File: src/hdl/token_scanner_macros.svh
// token_scanner_macros.svh: assertion macros shared by the scanner RTL
// depends on: nothing; each macro expects clk and rst_n in the including scope
`ifndef TOKEN_SCANNER_MACROS_SVH
`define TOKEN_SCANNER_MACROS_SVH
`ifndef SYNTHESIS
// same-cycle implication, checked out of reset
`define TS_ASSERT(lbl, ante, cons) \
    lbl: assert property (@(posedge clk) disable iff (!rst_n) (ante) |-> (cons)) \
        else $error("token_scanner assertion failed");
// next-cycle implication, checked out of reset
`define TS_ASSERT_NEXT(lbl, ante, cons) \
    lbl: assert property (@(posedge clk) disable iff (!rst_n) (ante) |=> (cons)) \
        else $error("token_scanner assertion failed");
`else
`define TS_ASSERT(lbl, ante, cons)
`define TS_ASSERT_NEXT(lbl, ante, cons)
`endif
`endif

File: src/hdl/tscan_pkg.sv
// tscan_pkg: token types, kind codes, character classes and keyword table
// depends on: nothing
package tscan_pkg;

    // longest word prefix kept for keyword matching
    localparam int KW_CHARS   = 5;
    localparam int KW_MAXLEN  = 5;
    localparam int KW_NUM     = 14;

    // record queue between front and back
    localparam int QDEPTH     = 4;
    localparam int QPTR_W     = $clog2(QDEPTH);
    localparam int QCNT_W     = QPTR_W + 1;

    // token kind codes
    localparam logic [4:0] K_END     = 5'd0;
    localparam logic [4:0] K_LT      = 5'd1;
    localparam logic [4:0] K_GT      = 5'd2;
    localparam logic [4:0] K_SHR     = 5'd3;
    localparam logic [4:0] K_PLUS    = 5'd4;
    localparam logic [4:0] K_MINUS   = 5'd5;
    localparam logic [4:0] K_MULT    = 5'd6;
    localparam logic [4:0] K_EXP     = 5'd7;
    localparam logic [4:0] K_NOT     = 5'd8;
    localparam logic [4:0] K_NE      = 5'd9;
    localparam logic [4:0] K_MOD     = 5'd10;
    localparam logic [4:0] K_DIV     = 5'd11;
    localparam logic [4:0] K_LBRACE  = 5'd12;
    localparam logic [4:0] K_RBRACE  = 5'd13;
    localparam logic [4:0] K_ASSIGN  = 5'd14;
    localparam logic [4:0] K_EQ      = 5'd15;
    localparam logic [4:0] K_LABEL   = 5'd16;
    localparam logic [4:0] K_INT     = 5'd17;
    localparam logic [4:0] K_REAL    = 5'd18;
    localparam logic [4:0] K_IDENT   = 5'd19;
    localparam logic [4:0] K_PRINT   = 5'd20;
    localparam logic [4:0] K_INPUT   = 5'd21;
    localparam logic [4:0] K_GOTO    = 5'd22;
    localparam logic [4:0] K_IF      = 5'd23;
    localparam logic [4:0] K_THEN    = 5'd24;
    localparam logic [4:0] K_WHILE   = 5'd25;
    localparam logic [4:0] K_DO      = 5'd26;
    localparam logic [4:0] K_BREAK   = 5'd27;
    localparam logic [4:0] K_KWINT   = 5'd28;
    localparam logic [4:0] K_KWREAL  = 5'd29;
    localparam logic [4:0] K_KWBOOL  = 5'd30;
    localparam logic [4:0] K_INVALID = 5'd31;

    // boolean literal flags
    localparam logic [1:0] BOOL_NONE = 2'd0;
    localparam logic [1:0] BOOL_ZERO = 2'd1;
    localparam logic [1:0] BOOL_ONE  = 2'd2;

    typedef struct packed {
        logic [4:0]  kind;
        logic [23:0] line;
        logic [31:0] start;
        logic [15:0] len;
        logic [1:0]  flag;
        logic        last;
    } tscan_tok_t;

    // all tokens caused by one input beat
    typedef struct packed {
        tscan_tok_t tok0;
        tscan_tok_t tok1;
        logic       two;
    } tscan_rec_t;

    // queue status seen by front and back
    typedef struct packed {
        logic full;
        logic empty;
    } tscan_qstat_t;

    typedef struct packed {
        logic       hit;
        logic [4:0] kind;
        logic [1:0] flag;
    } tscan_kw_t;

    // keyword text, first character in the top byte, zero padded
    localparam logic [39:0] KW_TEXT [KW_NUM] = '{
        "input", {"moo", 16'h0}, "print", {"goto", 8'h0}, {"if", 24'h0},
        {"then", 8'h0}, "while", {"do", 24'h0}, {"true", 8'h0}, "false",
        "break", {"int", 16'h0}, {"real", 8'h0}, {"bool", 8'h0}
    };
    localparam logic [2:0] KW_LEN [KW_NUM] = '{
        3'd5, 3'd3, 3'd5, 3'd4, 3'd2, 3'd4, 3'd5, 3'd2, 3'd4, 3'd5, 3'd5, 3'd3,
        3'd4, 3'd4
    };
    localparam logic [4:0] KW_KIND [KW_NUM] = '{
        K_INPUT, K_PRINT, K_PRINT, K_GOTO, K_IF, K_THEN, K_WHILE, K_DO, K_INT,
        K_INT, K_BREAK, K_KWINT, K_KWREAL, K_KWBOOL
    };
    localparam logic [1:0] KW_FLAG [KW_NUM] = '{
        BOOL_NONE, BOOL_NONE, BOOL_NONE, BOOL_NONE, BOOL_NONE, BOOL_NONE,
        BOOL_NONE, BOOL_NONE, BOOL_ONE, BOOL_ZERO, BOOL_NONE, BOOL_NONE,
        BOOL_NONE, BOOL_NONE
    };

    function automatic logic is_digit(input logic [7:0] c);
        return (c >= "0") && (c <= "9");
    endfunction

    function automatic logic is_alpha(input logic [7:0] c);
        return ((c >= "a") && (c <= "z")) || ((c >= "A") && (c <= "Z"));
    endfunction

    function automatic logic is_name(input logic [7:0] c);
        return is_digit(c) || is_alpha(c) || (c == "_");
    endfunction

    function automatic logic is_space(input logic [7:0] c);
        return (c == 8'h20) || ((c >= 8'h09) && (c <= 8'h0D));
    endfunction

    // parallel match of the stored word prefix against every keyword
    function automatic tscan_kw_t kw_match(input logic [KW_CHARS-1:0][7:0] chars,
                                           input logic [15:0] count);
        tscan_kw_t res;
        logic      eq;
        res = '0;
        for (int i = 0; i < KW_NUM; i++) begin
            eq = (count == 16'(KW_LEN[i]));
            for (int j = 0; j < KW_MAXLEN; j++) begin
                eq = eq && (chars[j] == KW_TEXT[i][39 - 8*j -: 8]);
            end
            if (eq && !res.hit) begin
                res.hit  = 1'b1;
                res.kind = KW_KIND[i];
                res.flag = KW_FLAG[i];
            end
        end
        return res;
    endfunction

    function automatic tscan_tok_t mk_tok(input logic [4:0] kind, input logic [23:0] line,
                                          input logic [31:0] start,
                                          input logic [15:0] len, input logic [1:0] flag);
        tscan_tok_t t;
        t.kind  = kind;
        t.line  = line;
        t.start = start;
        t.len   = len;
        t.flag  = flag;
        t.last  = 1'b0;
        return t;
    endfunction

endpackage

File: src/hdl/token_scanner.sv
// token_scanner: top level of the streaming lexer
// depends on: tscan_pkg, tscan_front, tscan_queue, tscan_back
//
// The scanner takes one source byte per cycle on the src channel and a final beat with
// end_of_text set; the front updates the lexer state for each byte and writes the zero,
// one or two tokens that byte closes as one record into a four-entry queue. The back
// sends one token per cycle from a registered output while tok_ready is high; the
// queue absorbs the bursts of bytes that close two tokens, and src_ready drops only
// while it is full. An accepted byte's first token passes the queue storage and then the
// output register. After the end token the block ignores every further beat until reset.

module token_scanner (
    input  logic        clk,
    input  logic        rst_n,
    input  logic        src_valid,
    output logic        src_ready,
    input  logic [7:0]  char_code,
    input  logic        end_of_text,
    output logic        tok_valid,
    input  logic        tok_ready,
    output logic [4:0]  token_kind,
    output logic [23:0] line_no,
    output logic [31:0] start_offset,
    output logic [15:0] token_length,
    output logic [1:0]  bool_literal,
    output logic        last_of_run
);
    import tscan_pkg::*;

    logic          push;
    logic          pop;
    tscan_rec_t    push_rec;
    tscan_rec_t    head_rec;
    tscan_qstat_t  qstat;
    tscan_tok_t    tok;

    // byte intake and classification
    tscan_front u_front (
        .clk         (clk),
        .rst_n       (rst_n),
        .src_valid   (src_valid),
        .src_ready   (src_ready),
        .char_code   (char_code),
        .end_of_text (end_of_text),
        .qstat       (qstat),
        .push        (push),
        .push_rec    (push_rec)
    );

    // record queue
    tscan_queue u_queue (
        .clk      (clk),
        .rst_n    (rst_n),
        .push     (push),
        .push_rec (push_rec),
        .pop      (pop),
        .head_rec (head_rec),
        .qstat    (qstat)
    );

    // token output
    tscan_back u_back (
        .clk       (clk),
        .rst_n     (rst_n),
        .head_rec  (head_rec),
        .qstat     (qstat),
        .pop       (pop),
        .tok_valid (tok_valid),
        .tok_ready (tok_ready),
        .tok       (tok)
    );

    assign token_kind   = tok.kind;
    assign line_no      = tok.line;
    assign start_offset = tok.start;
    assign token_length = tok.len;
    assign bool_literal = tok.flag;
    assign last_of_run  = tok.last;

endmodule

File: src/hdl/tscan_front.sv
// tscan_front: accepts source bytes, tracks the scanner state, builds token records
// depends on: tscan_pkg, token_scanner_macros.svh
`include "token_scanner_macros.svh"

module tscan_front (
    input  logic                   clk,
    input  logic                   rst_n,
    input  logic                   src_valid,
    output logic                   src_ready,
    input  logic [7:0]             char_code,
    input  logic                   end_of_text,
    input  tscan_pkg::tscan_qstat_t qstat,
    output logic                   push,
    output tscan_pkg::tscan_rec_t  push_rec
);
    import tscan_pkg::*;

    // scanner modes
    localparam logic [2:0] M_IDLE   = 3'd0;
    localparam logic [2:0] M_GT     = 3'd1;
    localparam logic [2:0] M_STAR   = 3'd2;
    localparam logic [2:0] M_BANG   = 3'd3;
    localparam logic [2:0] M_EQ     = 3'd4;
    localparam logic [2:0] M_LABEL  = 3'd5;
    localparam logic [2:0] M_NUMBER = 3'd6;
    localparam logic [2:0] M_WORD   = 3'd7;

    logic [2:0]                mode_reg, mode_next;
    logic                      dot_reg, dot_next;
    logic [KW_CHARS-1:0][7:0]  chars_reg, chars_next;
    logic                      long_reg, long_next;
    logic [31:0]               tstart_reg, tstart_next;
    logic [15:0]               tcount_reg, tcount_next;
    logic [23:0]               line_reg, line_next;
    logic [31:0]               pos_reg, pos_next;
    logic                      done_reg, done_next;

    logic                      accept;
    logic                      flush_v;
    tscan_tok_t                flush_tok;
    tscan_kw_t                 kw;
    logic                      a_v, b_v;
    tscan_tok_t                a_tok, b_tok;
    logic [15:0]               count_inc;

    assign src_ready = !qstat.full;
    assign accept    = src_valid && src_ready;
    assign count_inc = (tcount_reg != 16'hFFFF) ? tcount_reg + 16'd1 : tcount_reg;
    assign kw        = kw_match(chars_reg, tcount_reg);

    // pending token of the current mode
    always_comb
    begin
        flush_v   = 1'b1;
        flush_tok = mk_tok(K_END, line_reg, tstart_reg, 16'd0, BOOL_NONE);
        unique case (mode_reg)
            M_IDLE:   flush_v = 1'b0;
            M_GT:     flush_tok.kind = K_GT;
            M_STAR:   flush_tok.kind = K_MULT;
            M_BANG:   flush_tok.kind = K_NOT;
            M_EQ:     flush_tok.kind = K_ASSIGN;
            M_LABEL:
            begin
                flush_tok.kind = K_LABEL;
                flush_tok.len  = tcount_reg;
            end
            M_NUMBER:
            begin
                flush_tok.kind = dot_reg ? K_REAL : K_INT;
                flush_tok.len  = tcount_reg;
            end
            M_WORD:
            begin
                if (kw.hit && !long_reg) begin
                    flush_tok.kind = kw.kind;
                    flush_tok.flag = kw.flag;
                    flush_tok.len  = (kw.flag != BOOL_NONE) ? 16'd1 : 16'd0;
                end else begin
                    flush_tok.kind = K_IDENT;
                    flush_tok.len  = tcount_reg;
                end
            end
            default:  flush_v = 1'b0;
        endcase
    end

    // next scanner state and the tokens this beat causes
    always_comb
    begin
        mode_next   = mode_reg;
        dot_next    = dot_reg;
        chars_next  = chars_reg;
        long_next   = long_reg;
        tstart_next = tstart_reg;
        tcount_next = tcount_reg;
        line_next   = line_reg;
        pos_next    = pos_reg;
        done_next   = done_reg;
        a_v         = 1'b0;
        a_tok       = flush_tok;
        b_v         = 1'b0;
        b_tok       = mk_tok(K_END, line_reg, pos_reg, 16'd0, BOOL_NONE);

        if (!done_reg) begin
            if (end_of_text) begin
                a_v       = flush_v;
                b_v       = 1'b1;
                mode_next = M_IDLE;
                done_next = 1'b1;
            end else begin
                pos_next = (pos_reg != 32'hFFFF_FFFF) ? pos_reg + 32'd1 : pos_reg;
                if ((mode_reg == M_LABEL) && is_name(char_code)) begin
                    tcount_next = count_inc;
                end else if ((mode_reg == M_NUMBER) &&
                             (is_digit(char_code) || ((char_code == ".") && !dot_reg))) begin
                    if (char_code == ".") begin
                        dot_next = 1'b1;
                    end
                    tcount_next = count_inc;
                end else if ((mode_reg == M_WORD) && is_name(char_code)) begin
                    for (int j = 0; j < KW_CHARS; j++) begin
                        if (tcount_reg == 16'(j)) begin
                            chars_next[j] = char_code;
                        end
                    end
                    if (tcount_reg >= 16'(KW_CHARS)) begin
                        long_next = 1'b1;
                    end
                    tcount_next = count_inc;
                end else if ((mode_reg == M_GT) && (char_code == ">")) begin
                    b_v       = 1'b1;
                    b_tok     = mk_tok(K_SHR, line_reg, tstart_reg, 16'd0, BOOL_NONE);
                    mode_next = M_IDLE;
                end else if ((mode_reg == M_STAR) && (char_code == "*")) begin
                    b_v       = 1'b1;
                    b_tok     = mk_tok(K_EXP, line_reg, tstart_reg, 16'd0, BOOL_NONE);
                    mode_next = M_IDLE;
                end else if ((mode_reg == M_BANG) && (char_code == "=")) begin
                    b_v       = 1'b1;
                    b_tok     = mk_tok(K_NE, line_reg, tstart_reg, 16'd0, BOOL_NONE);
                    mode_next = M_IDLE;
                end else if ((mode_reg == M_EQ) && (char_code == "=")) begin
                    b_v       = 1'b1;
                    b_tok     = mk_tok(K_EQ, line_reg, tstart_reg, 16'd0, BOOL_NONE);
                    mode_next = M_IDLE;
                end else begin
                    // close the pending token; this byte may start a new one
                    a_v         = flush_v;
                    mode_next   = M_IDLE;
                    tstart_next = pos_reg;
                    tcount_next = 16'd0;
                    b_tok       = mk_tok(K_END, line_reg, pos_reg, 16'd0, BOOL_NONE);
                    unique case (char_code)
                        "<":
                        begin
                            b_v        = 1'b1;
                            b_tok.kind = K_LT;
                        end
                        "+":
                        begin
                            b_v        = 1'b1;
                            b_tok.kind = K_PLUS;
                        end
                        "-":
                        begin
                            b_v        = 1'b1;
                            b_tok.kind = K_MINUS;
                        end
                        "%":
                        begin
                            b_v        = 1'b1;
                            b_tok.kind = K_MOD;
                        end
                        "/":
                        begin
                            b_v        = 1'b1;
                            b_tok.kind = K_DIV;
                        end
                        "{":
                        begin
                            b_v        = 1'b1;
                            b_tok.kind = K_LBRACE;
                        end
                        "}":
                        begin
                            b_v        = 1'b1;
                            b_tok.kind = K_RBRACE;
                        end
                        ">": mode_next = M_GT;
                        "*": mode_next = M_STAR;
                        "!": mode_next = M_BANG;
                        "=": mode_next = M_EQ;
                        ":":
                        begin
                            tstart_next = (pos_reg != 32'hFFFF_FFFF) ?
                                          pos_reg + 32'd1 : pos_reg;
                            mode_next   = M_LABEL;
                        end
                        default:
                        begin
                            if (is_space(char_code)) begin
                                if ((char_code == 8'h0A) && (line_reg != 24'hFF_FFFF)) begin
                                    line_next = line_reg + 24'd1;
                                end
                            end else if (is_digit(char_code) || (char_code == ".")) begin
                                mode_next   = M_NUMBER;
                                dot_next    = (char_code == ".");
                                tcount_next = 16'd1;
                            end else if (is_alpha(char_code)) begin
                                mode_next     = M_WORD;
                                chars_next    = '0;
                                chars_next[0] = char_code;
                                long_next     = 1'b0;
                                tcount_next   = 16'd1;
                            end else begin
                                b_v        = 1'b1;
                                b_tok.kind = K_INVALID;
                                b_tok.len  = 16'd1;
                            end
                        end
                    endcase
                end
            end
        end
    end

    // pack the tokens of this beat into one record
    always_comb
    begin
        push_rec.tok0      = a_v ? a_tok : b_tok;
        push_rec.tok0.last = !(a_v && b_v);
        push_rec.tok1      = b_tok;
        push_rec.tok1.last = 1'b1;
        push_rec.two       = a_v && b_v;
        push               = accept && (a_v || b_v);
    end

    // scanner state registers
    always_ff @(posedge clk or negedge rst_n)
    begin
        if (!rst_n) begin
            mode_reg   <= M_IDLE;
            dot_reg    <= 1'b0;
            chars_reg  <= '0;
            long_reg   <= 1'b0;
            tstart_reg <= '0;
            tcount_reg <= '0;
            line_reg   <= 24'd1;
            pos_reg    <= '0;
            done_reg   <= 1'b0;
        end else if (accept) begin
            mode_reg   <= mode_next;
            dot_reg    <= dot_next;
            chars_reg  <= chars_next;
            long_reg   <= long_next;
            tstart_reg <= tstart_next;
            tcount_reg <= tcount_next;
            line_reg   <= line_next;
            pos_reg    <= pos_next;
            done_reg   <= done_next;
        end
    end

    `TS_ASSERT_NEXT(a_done_sticky, done_reg, done_reg)
    `TS_ASSERT(a_line_nonzero, 1'b1, line_reg != 24'd0)
    `TS_ASSERT(a_push_room, push, !qstat.full)

endmodule

File: src/hdl/tscan_queue.sv
// tscan_queue: short record queue decoupling the scanner front from the token back
// depends on: tscan_pkg, token_scanner_macros.svh
`include "token_scanner_macros.svh"

module tscan_queue (
    input  logic                    clk,
    input  logic                    rst_n,
    input  logic                    push,
    input  tscan_pkg::tscan_rec_t   push_rec,
    input  logic                    pop,
    output tscan_pkg::tscan_rec_t   head_rec,
    output tscan_pkg::tscan_qstat_t qstat
);
    import tscan_pkg::*;

    tscan_rec_t          store_reg [QDEPTH];
    logic [QPTR_W-1:0]   wr_reg, wr_next;
    logic [QPTR_W-1:0]   rd_reg, rd_next;
    logic [QCNT_W-1:0]   cnt_reg, cnt_next;

    assign qstat.full  = (cnt_reg == QCNT_W'(QDEPTH));
    assign qstat.empty = (cnt_reg == '0);
    assign head_rec    = store_reg[rd_reg];

    // pointer and fill count update
    always_comb
    begin
        wr_next  = push ? wr_reg + 1'b1 : wr_reg;
        rd_next  = pop ? rd_reg + 1'b1 : rd_reg;
        cnt_next = cnt_reg;
        if (push && !pop) begin
            cnt_next = cnt_reg + 1'b1;
        end else if (pop && !push) begin
            cnt_next = cnt_reg - 1'b1;
        end
    end

    always_ff @(posedge clk or negedge rst_n)
    begin
        if (!rst_n) begin
            wr_reg  <= '0;
            rd_reg  <= '0;
            cnt_reg <= '0;
        end else begin
            wr_reg  <= wr_next;
            rd_reg  <= rd_next;
            cnt_reg <= cnt_next;
        end
    end

    // record storage
    always_ff @(posedge clk)
    begin
        if (push) begin
            store_reg[wr_reg] <= push_rec;
        end
    end

    `TS_ASSERT(a_q_no_underflow, pop, !qstat.empty)
    `TS_ASSERT(a_q_count_range, 1'b1, cnt_reg <= QCNT_W'(QDEPTH))

endmodule

File: src/hdl/tscan_back.sv
// tscan_back: drains token records, one token per beat, through an output register
// depends on: tscan_pkg, token_scanner_macros.svh
`include "token_scanner_macros.svh"

module tscan_back (
    input  logic                    clk,
    input  logic                    rst_n,
    input  tscan_pkg::tscan_rec_t   head_rec,
    input  tscan_pkg::tscan_qstat_t qstat,
    output logic                    pop,
    output logic                    tok_valid,
    input  logic                    tok_ready,
    output tscan_pkg::tscan_tok_t   tok
);
    import tscan_pkg::*;

    logic        valid_reg, valid_next;
    logic        phase_reg, phase_next;
    tscan_tok_t  out_reg;
    logic        load;

    // load a token when the output slot is free or being taken
    assign load       = (!valid_reg || tok_ready) && !qstat.empty;
    assign pop        = load && (phase_reg || !head_rec.two);
    assign valid_next = load || (valid_reg && !tok_ready);
    assign phase_next = load ? (!phase_reg && head_rec.two) : phase_reg;
    assign tok_valid  = valid_reg;
    assign tok        = out_reg;

    always_ff @(posedge clk or negedge rst_n)
    begin
        if (!rst_n) begin
            valid_reg <= 1'b0;
            phase_reg <= 1'b0;
        end else begin
            valid_reg <= valid_next;
            phase_reg <= phase_next;
        end
    end

    // output payload register
    always_ff @(posedge clk)
    begin
        if (load) begin
            out_reg <= phase_reg ? head_rec.tok1 : head_rec.tok0;
        end
    end

    `TS_ASSERT(a_phase_two, phase_reg, !qstat.empty && head_rec.two)
    `TS_ASSERT_NEXT(a_second_half, load && !phase_reg && head_rec.two, phase_reg)

endmodule
File: config.mk
export PLATFORM = sky130hd
export DESIGN_NAME = token_scanner
export DESIGN_NICKNAME = d
export VERILOG_FILES = /design/src/hdl/tscan_pkg.sv /design/src/hdl/token_scanner.sv /design/src/hdl/tscan_front.sv /design/src/hdl/tscan_queue.sv /design/src/hdl/tscan_back.sv
export VERILOG_INCLUDE_DIRS = /design/src /design/src/hdl
export SDC_FILE = /design/constraint.sdc
export NUM_CORES = 1
export LEC_CHECK = 0
export BUFFER_PORTS_ARGS = -buffer_cell sky130_fd_sc_hd__buf_2
export CORE_MARGIN = 2
export CORE_UTILIZATION = 56
export DETAILED_ROUTE_END_ITERATION = 10
export PLACE_DENSITY_LB_ADDON = 0.12
export REMOVE_ABC_BUFFERS = 1
export SLEW_MARGIN = 20
export SYNTH_ARGS = -nofsm -noshare
export SYNTH_HDL_FRONTEND = slang
export SYNTH_SLANG_ARGS = --single-unit
File: constraint.sdc
create_clock -name clk -period 5.7 [get_ports clk]
set_input_delay 0 -clock clk [delete_from_list [all_inputs] [get_ports clk]]
set_output_delay 0 -clock clk [all_outputs]
set_load 0.02 [all_outputs]
Yosys cells after proc, flatten, opt, wreduce, memory -nomap -nowiden
Memories as Yosys holds them, arrays and structs flattened. Index checks and enable logic that the tools add are counted. Widths: inputs -> output; s select.

Register bits: 239. RAM bits: 640. Input port bits: 13. Output and inout port bits: 82. Word-level logic and storage cells: 441. Memories: 1.

Memory list: u_queue.store_reg (words 4, width 160, read ports 1, clocked after Yosys merged registers in 0, write ports 1, line tscan_queue.sv:16) `tscan_rec_t store_reg [QDEPTH];`.

$add $sub $neg: 7. Order comparisons: 9. Equality and inequality tests: 95. Mux-type cells: 130. Bitwise logic cells: 10. Reduce and logical (&&, ||, !) cells: 165.

Operators with widths (number): $mux 80 (11); $mux 40 (9); $eq 8x7->1 const B (38); $mux 16 (15); $mux 8 (19); $logic_and 1x1->1 (105); $eq 8x6->1 const B (12); $reduce_and 14->1 (6); $mux 32 (2); $mux 1 (49); $pmux 5 s8 (1); $mux 3 (13); $ne 2x1->1 const B (18); $pmux 5 s7 (1); $add 32x1->32 const B (1); $eq 16x2->1 const B (2); $eq 16x3->1 const B (2); $ne 32x32->1 const B (1); $pmux 16 s2 (1); $reduce_and 13->1 (2); $add 24x1->24 const B (1); $logic_not 1->1 (24); $logic_not 8->1 (3); $ne 24x24->1 const B (1); other kinds (36) (79).

Longest topological paths before layout
Gate-level depths: netlist of run 1.

Depth in word-level cells: 51. Gate-level depth with buffers: 14. Depth with buffers taken out: 12.

Hierarchy
Synthesis of run 1 repeated with hierarchy kept, for this count alone.

Cell total of the unflattened synthesis: 2144. Area total of the unflattened synthesis: 37511.0 µm².

Modules (own cells, without submodules): tscan_queue (times used 1, cells each 875, area an instance 23585.1 µm², seq. area each 19513.7 µm²); tscan_front (times used 1, cells each 1091, area an instance 10063.4 µm², seq. area each 3754.9 µm²); tscan_back (times used 1, cells each 178, area an instance 3862.5 µm², seq. area each 2452.4 µm²).

Worst setup path before layout of run 1
Ideal clock, no wire load.

Path type: reg2reg. Start point: register u_queue.cnt_reg[0]. End point: register u_queue.cnt_reg[1]. Arrival: 5.931 ns. Data required time: 5.575 ns. Setup slack: -0.356 ns. Cell stages (with the launch flop): 9. Buffers on the path: 0. Clock period less this slack: 6.056 ns. Cell sequence: dfrtp_1 > nor3_1 > a21oi_1 > a21boi_0 > inv_1 > ha_1 > inv_1 > fa_1 > mux2_2.

Cells in the longest elaborated chain, start to end: 7. Elaborated cells between the ends (all ways): 17. Those cells by class: 2 x add/sub; 1 x eq/ne; 2 x mux; 12 x reduce/logical.

Ends and longest elaborated chain: start: declaration (line tscan_queue.sv:19) `logic [QCNT_W-1:0] cnt_reg, cnt_next;`; start signal: assignment (line tscan_queue.sv:47) `cnt_reg <= cnt_next;`; $logic_not 3->1 (line tscan_queue.sv:22) `assign qstat.empty = (cnt_reg == '0);`; $logic_not 1->1 (line tscan_back.sv:23) `assign load = (!valid_reg || tok_ready) && !qstat.empty;`; $logic_and 1x1->1 (line tscan_back.sv:23); via u_back.load (line tscan_back.sv:20) `logic load;`; $logic_and 1x1->1 (line tscan_back.sv:24) `assign pop = load && (phase_reg || !head_rec.two);`; $logic_not 1->1 (line tscan_queue.sv:31) `if (push && !pop) begin`; $logic_and 1x1->1 (line tscan_queue.sv:31); $mux 3 (line tscan_queue.sv:31); via u_queue.cnt_next[1] (line tscan_queue.sv:19).

The timed path passes the listed nets, and every way through them passes these cells. The select of a mux whose other input is x is not followed. A chain may end at the register's enable or synchronous reset.

Worst setup path after layout of run 1
Start point: register u_front.mode_reg[0]. End point: memory u_queue.store_reg[0][47] (netlist name), enable pin.

Cells in the longest elaborated chain, start to end: 15. Elaborated cells between the ends (all ways): 38. Those cells by class: 7 x eq/ne; 21 x mux; 10 x reduce/logical.

Ends and longest elaborated chain: start: declaration (line tscan_front.sv:28) `logic [2:0] mode_reg, mode_next;`; start signal: assignment (line tscan_front.sv:252) `mode_reg <= mode_next;`; $logic_not 3->1 or $eq 3x3->1 (tied branches) (line tscan_front.sv:56, tscan_front.sv:142); $mux 1 or $logic_and 1x1->1 (tied branches) (line tscan_front.sv:56, tscan_front.sv:142); $mux 1 (line tscan_front.sv:142) `end else if ((mode_reg == M_EQ) && (char_code == "=")) begin`; $mux 1 (line tscan_front.sv:138) `end else if ((mode_reg == M_BANG) && (char_code == "=")) begin`; $mux 1 (line tscan_front.sv:134) `end else if ((mode_reg == M_STAR) && (char_code == "*")) begin`; $mux 1 (line tscan_front.sv:130) `end else if ((mode_reg == M_GT) && (char_code == ">")) begin`; $mux 1 (line tscan_front.sv:120) `end else if ((mode_reg == M_WORD) && is_name(char_code)) begin`; $mux 1 (line tscan_front.sv:114) `end else if ((mode_reg == M_NUMBER) &&`; $mux 1 (line tscan_front.sv:112) `if ((mode_reg == M_LABEL) && is_name(char_code)) begin`; $mux 1 (line tscan_front.sv:105) `if (end_of_text) begin`; $mux 1 (line tscan_front.sv:104) `if (!done_reg) begin`; $logic_or 1x1->1 * (line tscan_front.sv:235) `push = accept && (a_v || b_v);`; $logic_and 1x1->1 * (line tscan_front.sv:235); via push (line token_scanner.sv:30) `logic push;`; $mux 1 * (line tscan_queue.sv:54) `if (push) begin`; $mux 1 (implied by the code) * (line tscan_queue.sv:55) `store_reg[wr_reg] <= push_rec;`; end: declaration (line tscan_queue.sv:16).

Mark *: on every way through the listed nets, which the timed path passes. The rest lies on a longest branch.

==> flow_metrics.py, run 1 <==
metrics = {
    "cts": {
        "htreeDepth": 3,
        "cts_made_buffers": 73,
        "clkSlewWorstSetupHoldPaths_ns": 0.06,
        "post_cts_resized": 0,
        "cts_tree": "built",
        "clock-sinks": 715,
        "clk_latency_ns": 0.61,
        "cts_root_buffer": "clkbuf_16",
        "cts_buffer_depth": 3,
    },
    "placement": {
        "place_hpwl_mm": 40.2,
        "place_congestion": 0.922,
        "preCtsSetupSlack_ns": 1.63,
        "port_buffers": 94,
    },
    "drt": {
        "vias": 17900,
        "drt_iter0_drc": 1830,
        "avgRoutedWirePerCell_um": 22.3,
        "ant_nets": 0,
        "firstDrtPassIters": 6,
        "viasPerCell": 6.06,
        "wl_mm": 66.0,
        "drc": 0,
    },
    "cells_and_area": {
        "layout_common_cells": "edfxtp_1, nand2_1, dfrtp_1, nor2_1, mux4_2",
        "fillers": 3997,
        "layout_commonest_cell": "edfxtp_1",
        "multi_input_area_um2": 9590,
        "drive_gt1_share_pct": 19.1,
        "largest_reg_flops": 476,
        "nets": 2223,
        "seq_area_um2": 20700,
        "area_delta_synth_final_pct": 12.1,
        "final_util_pct": 63.8,
        "diodes": 0,
    },
    "grt": {
        "grt_pass1_vias": 17900,
        "antenna_found_initial": 1,
        "grt_pass1_wl_mm": 104,
        "grt.busiest_layer": "met2",
        "overflow": 0,
        "use_met3_pct": 3.75,
        "grt_use_total_pct": 23.9,
        "grtUsageMet2_pct": 37.2,
        "grt_max_degree": 67,
        "grt_util_met1_pct": 35.2,
    },
    "synthesis": {
        "yosys_warnings": 0,
        "yosysTopAreaCell": "edfxtp_1",
        "synth_seq_area_share_pct": 67.3,
        "netlist.area_leader.share_pct": 54.3,
        "synth_area_leaders": "edfxtp_1, dfrtp_1, mux4_2, nand2_1, nor2_1",
        "synth-async-reset-ratio_pct": 22.2,
        "syn_avg_cell_area_um2": 14.7,
        "synth_area_um2": 30700,
        "synthDistinctLibCells": 88,
        "syn_inst": 2088,
        "synthFlopType": "edfxtp_1",
        "synth_edf_count": 556,
        "synth_seq_cells": 715,
    },
    "setup_path": {
        "worstPathRequired_ns": 5.96,
        "worstSetupEndpointType": "flop",
        "arrival_ns": 4.34,
        "criticalPathCategory": "reg2reg",
        "crit_fanout": 48,
        "ff2ff_path_depth": 8,
        "r2r-start": "u_front.mode_reg[0]",
        "worst_r2r_endpoint": "u_queue.store_reg[0][47]",
        "reg2reg_slack_ns": 1.62,
        "critPathLaunchType": "flop",
    },
    "sta": {
        "layout_min_cycle_time_ns": 4.08,
        "finalHoldViolCount": 0,
        "max_freq_mhz": 245,
        "setup_ws_ns": 1.62,
        "rsz0062_at_grt": "false",
        "worst_pin_slew_ns": 1.07,
        "post-route-period-util_pct": 71.5,
        "slew_headroom_pct": 28.2,
        "final_max_slew_viol_count": 0,
        "setup_violations": 0,
        "skew_ns": 0.0180,
    },
    "min_path": {
        "hp-class": "in2reg",
        "min_to": "u_back.tok_valid",
        "hold_path_depth": 3,
        "hold_start": "tok_ready",
    },
    "run_status": {
        "status": "finished clean",
    },
    "power_and_ir_drop": {
        "p_per_area_nw_per_um2": 364,
        "p_leak_nw": 12.0,
        "peakVddDrop_mv": 0.334,
    },
    "flow_run": {
        "cap_viol_max_count": 0,
    },
    "floorplan": {
        "row_count": 85,
        "pin_count": 95,
        "dieArea_um2": 56800,
        "fp.dieH_um": 238,
        "dieWidth_um": 238,
        "initial_core_util_pct": 56.9,
        "coreArea_um2": 54000,
    },
}
layer usage:
metal / share of wire (%) / wire (um) / up-vias
met4: 2.0 / 1340 / 0
li1: - / - / 8159
met1: 45 / 29800 / 9112
met2: 47 / 30900 / 555
met5: 0 / 0 / -
met3: 5.9 / 3910 / 93
kinds of logic (layout without fill, tap and decap cells):
family          after synthesis  after routing  share of synthesized area (%)
compound gates              174            174                           3.88
xor+xnor                    100            100                           2.85
fa+ha+maj                    12             12                          0.513
buf+inv                     125            296                           1.64
flops                       715            715                           67.3
mux                         162            162                           10.7
simple gates                800            800                           13.1
layout make-up:
cell class | instances | share of cell area [%]
Multi-Input combinational cell | 1248 | 27.8
Timing Repair Buffer | 138 | 2.59
Tap cell | 696 | 2.53
Clock inverter | 35 | 0.944
Clock buffer | 101 | 5.85
Sequential cell | 715 | 60.0
Inverter | 22 | 0.240
report_power, final:
group / internal [W] / switching (W)
Combinational: 0.000658 / 0.00108
Sequential: 0.00588 / 0.000254
Clock: 0.00268 / 0.00197
Total: 0.00922 / 0.00331
worst max-delay path: stages (launching register included):
cell and delay [ns]:
dfrtp_1 0.59, and2_1 0.29, o311a_1 0.13, a21oi_2 0.22, nand2b_1 0.36, a211oi_2 0.49
o31a_1 0.39, and2_4 0.73, buf_4 0.50
cell usage after synthesis (16+ instances only):
master,count
xnor2_1,58
edfxtp_1,556
o21ai_0,24
xor2_1,42
mux4_2,119
and2_1,52
dfrtp_1,158
nor2b_1,16
nor3_1,36
buf_1,27
nand2_1,293
a31oi_1,42
mux2_4,35
and3_1,19
inv_1,22
nor2_1,155
nand3_1,61
nor4_1,24
a21oi_1,41
clkbuf_1,61
nand4_1,35
repair_timing:
item / in CTS / in global routing
hold endpoints to repair: 84 / 0
setup buffers: 0 / 0
hold buffers: 15 / 0
worst max-delay path by stage:
stage	end	cells after the start	from	slack [ns]
after floorplan	u_queue.cnt_reg[1]	7	u_queue.rd_reg[0]	-1.04
after global placement	u_queue.store_reg[0][41]	9	char_code[1]	1.73
after detailed placement	u_queue.store_reg[0][49]	8	u_front.mode_reg[0]	1.63
after CTS	u_queue.store_reg[0][47]	8	u_front.mode_reg[0]	1.57
after global routing	u_queue.store_reg[0][110]	8	u_front.mode_reg[0]	1.35
final	u_queue.store_reg[0][47]	8	u_front.mode_reg[0]	1.62
per-stage QoR:
| stage | std cells | TNS (ns) | instance area, um^2 | power [W] | hold WS [ns] |
|---|---|---|---|---|---|
| after CTS | 2955 | 0 | 34500 | 0.0127 | 0.109 |
| after global routing | 2955 | 0 | 34500 | 0.0130 | 0.157 |
| after detailed placement | 2804 | 0 | 32000 | 0.00802 | 0.0758 |
| after global placement | 2804 | 0 | 32000 | 0.00801 | 0.0768 |
| after floorplan | 1985 | -3.92 | 30300 | 0.00745 | -0.296 |
| final | 2955 | 0 | 34500 | 0.0125 | 0.134 |
Power figures use the tool's default switching activity.
==> run 2, diff against run 1 <==
ABC_AREA = 1   (was unset)
CORE_UTILIZATION = 62   (was 56)
clock period = 4.27 ns   (was 5.7 ns; I/O delays follow)
==> flow_metrics.py, run 2 <==
metrics = {
    "run_status": {
        "status": "finished with violations",
        "failed_checks": "negative hold slack",
    },
    "setup_path": {
        "reg2reg_slack_ns": 0.78,
        "critPathLaunchType": "flop",
        "arrival_ns": 3.98,
        "ff2ff_path_depth": 15,
        "worstSetupEndpointType": "flop",
        "worst_r2r_endpoint": "u_queue.cnt_reg[1]",
        "worstPathRequired_ns": 4.76,
        "criticalPathCategory": "reg2reg",
        "crit_fanout": 10,
        "r2r-start": "u_front.mode_reg[2]",
    },
    "synthesis": {
        "synth_area_um2": 30900,
        "syn_inst": 2884,
        "synth_seq_cells": 715,
        "synth_seq_area_share_pct": 66.9,
        "syn_avg_cell_area_um2": 10.7,
        "synth_edf_count": 556,
        "synthFlopType": "edfxtp_1",
        "synthDistinctLibCells": 60,
        "synth-async-reset-ratio_pct": 22.2,
        "yosysTopAreaCell": "edfxtp_1",
        "yosys_warnings": 0,
        "ys_top_cells_by_count": "nor2_1, edfxtp_1, o21ai_0",
        "synth_area_leaders": "edfxtp_1, dfrtp_1, nor2_1, o21ai_0, nand2_1",
        "synth.most_common_cell": "nor2_1",
        "netlist.area_leader.share_pct": 54.0,
    },
    "grt": {
        "grtUsageMet2_pct": 47.1,
        "grt_util_met1_pct": 38.9,
        "use_met3_pct": 4.22,
        "grt_max_degree": 119,
        "overflow": 0,
        "grt_pass1_wl_mm": 114,
        "antenna_found_initial": 0,
        "grt_use_total_pct": 28.3,
        "grt.busiest_layer": "met2",
        "grt_pass1_vias": 21900,
    },
    "power_and_ir_drop": {
        "p_leak_nw": 12.9,
        "peakVddDrop_mv": 0.309,
        "power_w": 0.0217,
        "p_per_area_nw_per_um2": 627,
    },
    "cells_and_area": {
        "layout_common_cells": "nor2_1, edfxtp_1, o21ai_0, nand2_1, inv_1",
        "stdcell_count": 3691,
        "area_delta_synth_final_pct": 11.9,
        "drive_gt1_share_pct": 10.4,
        "layout_commonest_cell": "nor2_1",
        "seq_area_um2": 20700,
        "largest_reg_flops": 476,
        "multi_input_area_um2": 8940,
        "fin_area_um2": 34600,
        "nets": 2994,
        "diodes": 0,
        "fillers": 3560,
    },
    "sta": {
        "final_max_slew_viol_count": 0,
        "layout_min_cycle_time_ns": 3.49,
        "skew_ns": 0.0287,
        "max_freq_mhz": 287,
        "finalSetupTns_ns": 0,
        "worst_pin_slew_ns": 1.07,
        "hold_ws_ns": -0.00615,
        "rsz0062_at_grt": "false",
        "post-route-period-util_pct": 81.6,
        "slew_headroom_pct": 28.8,
        "finalHoldViolCount": 4,
        "setup_violations": 0,
    },
    "placement": {
        "place_hpwl_mm": 42.4,
        "dp.cells": 3545,
        "placed_area_um2": 32200,
        "place_congestion": 0.935,
        "port_buffers": 94,
    },
    "cts": {
        "cts_made_buffers": 73,
        "htreeDepth": 3,
        "cts_tree": "built",
        "cts_buffer_depth": 3,
        "cts_root_buffer": "clkbuf_16",
        "clk_latency_ns": 0.62,
        "clkSlewWorstSetupHoldPaths_ns": 0.06,
        "clock-sinks": 715,
        "post-cts-setup-buffers": 0,
    },
    "drt": {
        "avgRoutedWirePerCell_um": 19.2,
        "firstDrtPassIters": 6,
        "wl_mm": 70.9,
        "vias": 21700,
        "drt_iter0_drc": 1966,
        "ant_nets": 0,
        "viasPerCell": 5.89,
        "drc": 0,
    },
    "floorplan": {
        "pin_count": 95,
        "row_count": 81,
        "dieArea_um2": 51700,
        "fp.dieH_um": 227,
        "coreArea_um2": 49100,
        "dieWidth_um": 227,
        "initial_core_util_pct": 63.0,
    },
    "flow_run": {
        "cap_viol_max_count": 0,
    },
    "min_path": {
        "hp-class": "in2async",
    },
}
run 2: changes by cell type after synthesis, sizes merged, moves of 59 or more:
cell,before,now
inv,22,219
mux4,119,0
nand2,293,352
nor2,155,588
o21ai,28,431
o22ai,3,67
run 2: cell type report:
cell class	count	area share, %
clock inverter	33	0.980
inverter	221	2.43
multi-input combinational	1820	25.8
clock buffer	100	5.72
timing repair buffer	138	2.90
tap	664	2.40
sequential	715	59.8
run 2: through the flow:
step | setup slack, ns | util, %
floorplan | -5.72 | -
detailed placement | 0.840 | 65.6
global placement | 0.915 | 65.6
CTS | 0.814 | 70.6
global route | 0.572 | 70.6
finish | 0.784 | 70.6
run 2: what timing repair did:
action                    CTS  global route
hold buffers               13             0
hold endpoints to repair  117             0
gates resized for setup     0             0
run 2: how the worst max path moves through the flow:
| stage | slack (ns) | start | to | depth (start not counted) |
|---|---|---|---|---|
| finish | 0.78 | u_front.mode_reg[2] | u_queue.cnt_reg[1] | 15 |
| detailed placement | 0.84 | u_front.mode_reg[2] | u_queue.cnt_reg[1] | 15 |
| CTS | 0.81 | u_front.mode_reg[2] | u_queue.cnt_reg[1] | 15 |
| global placement | 0.92 | char_code[6] | u_queue.cnt_reg[1] | 17 |
| floorplan | -5.72 | u_queue.rd_reg[0] | u_queue.cnt_reg[1] | 8 |
| global route | 0.57 | u_front.mode_reg[2] | u_queue.cnt_reg[1] | 15 |
run 2: layer usage:
metal	part of all wire, %	vias to the layer above	routed length [um]
met5	0	-	0
met4	2.5	0	1800
met3	6.2	134	4370
met2	49	758	34400
met1	43	10600	30300
li1	-	10200	-
run 2: worst max-delay path: stages (launching register included):
cell,delay (ns)
dfrtp_1,0.49
inv_1,0.16
nor2_1,0.49
nand2_4,0.19
nand2_4,0.16
nor2_4,0.06
inv_2,0.13
a21oi_1,0.11
o31ai_1,0.12
nand2_1,0.11
nand2_2,0.26
inv_2,0.09
ha_1,0.21
inv_1,0.11
fa_1,0.40
mux2_2,0.27
run 2: cell families (layout without fill, tap and decap cells):
| group | after synthesis | in the layout | synth area share (%) |
|---|---|---|---|
| simple gates | 1111 | 1111 | 15.3 |
| flops | 715 | 715 | 66.9 |
| compound gates | 641 | 641 | 11.3 |
| buf+inv | 349 | 492 | 4.41 |
| xor+xnor | 55 | 55 | 1.56 |
| fa+ha+maj | 12 | 12 | 0.510 |
| mux | 1 | 1 | 0.0364 |
run 2: where the power goes:
| group | total [W] | switching [W] | internal (W) |
|---|---|---|---|
| clock | 0.00617 | 0.00264 | 0.00353 |
| combinational | 0.00593 | 0.00417 | 0.00176 |
| sequential | 0.00961 | 0.000709 | 0.00890 |
| total | 0.0217 | 0.00752 | 0.0142 |
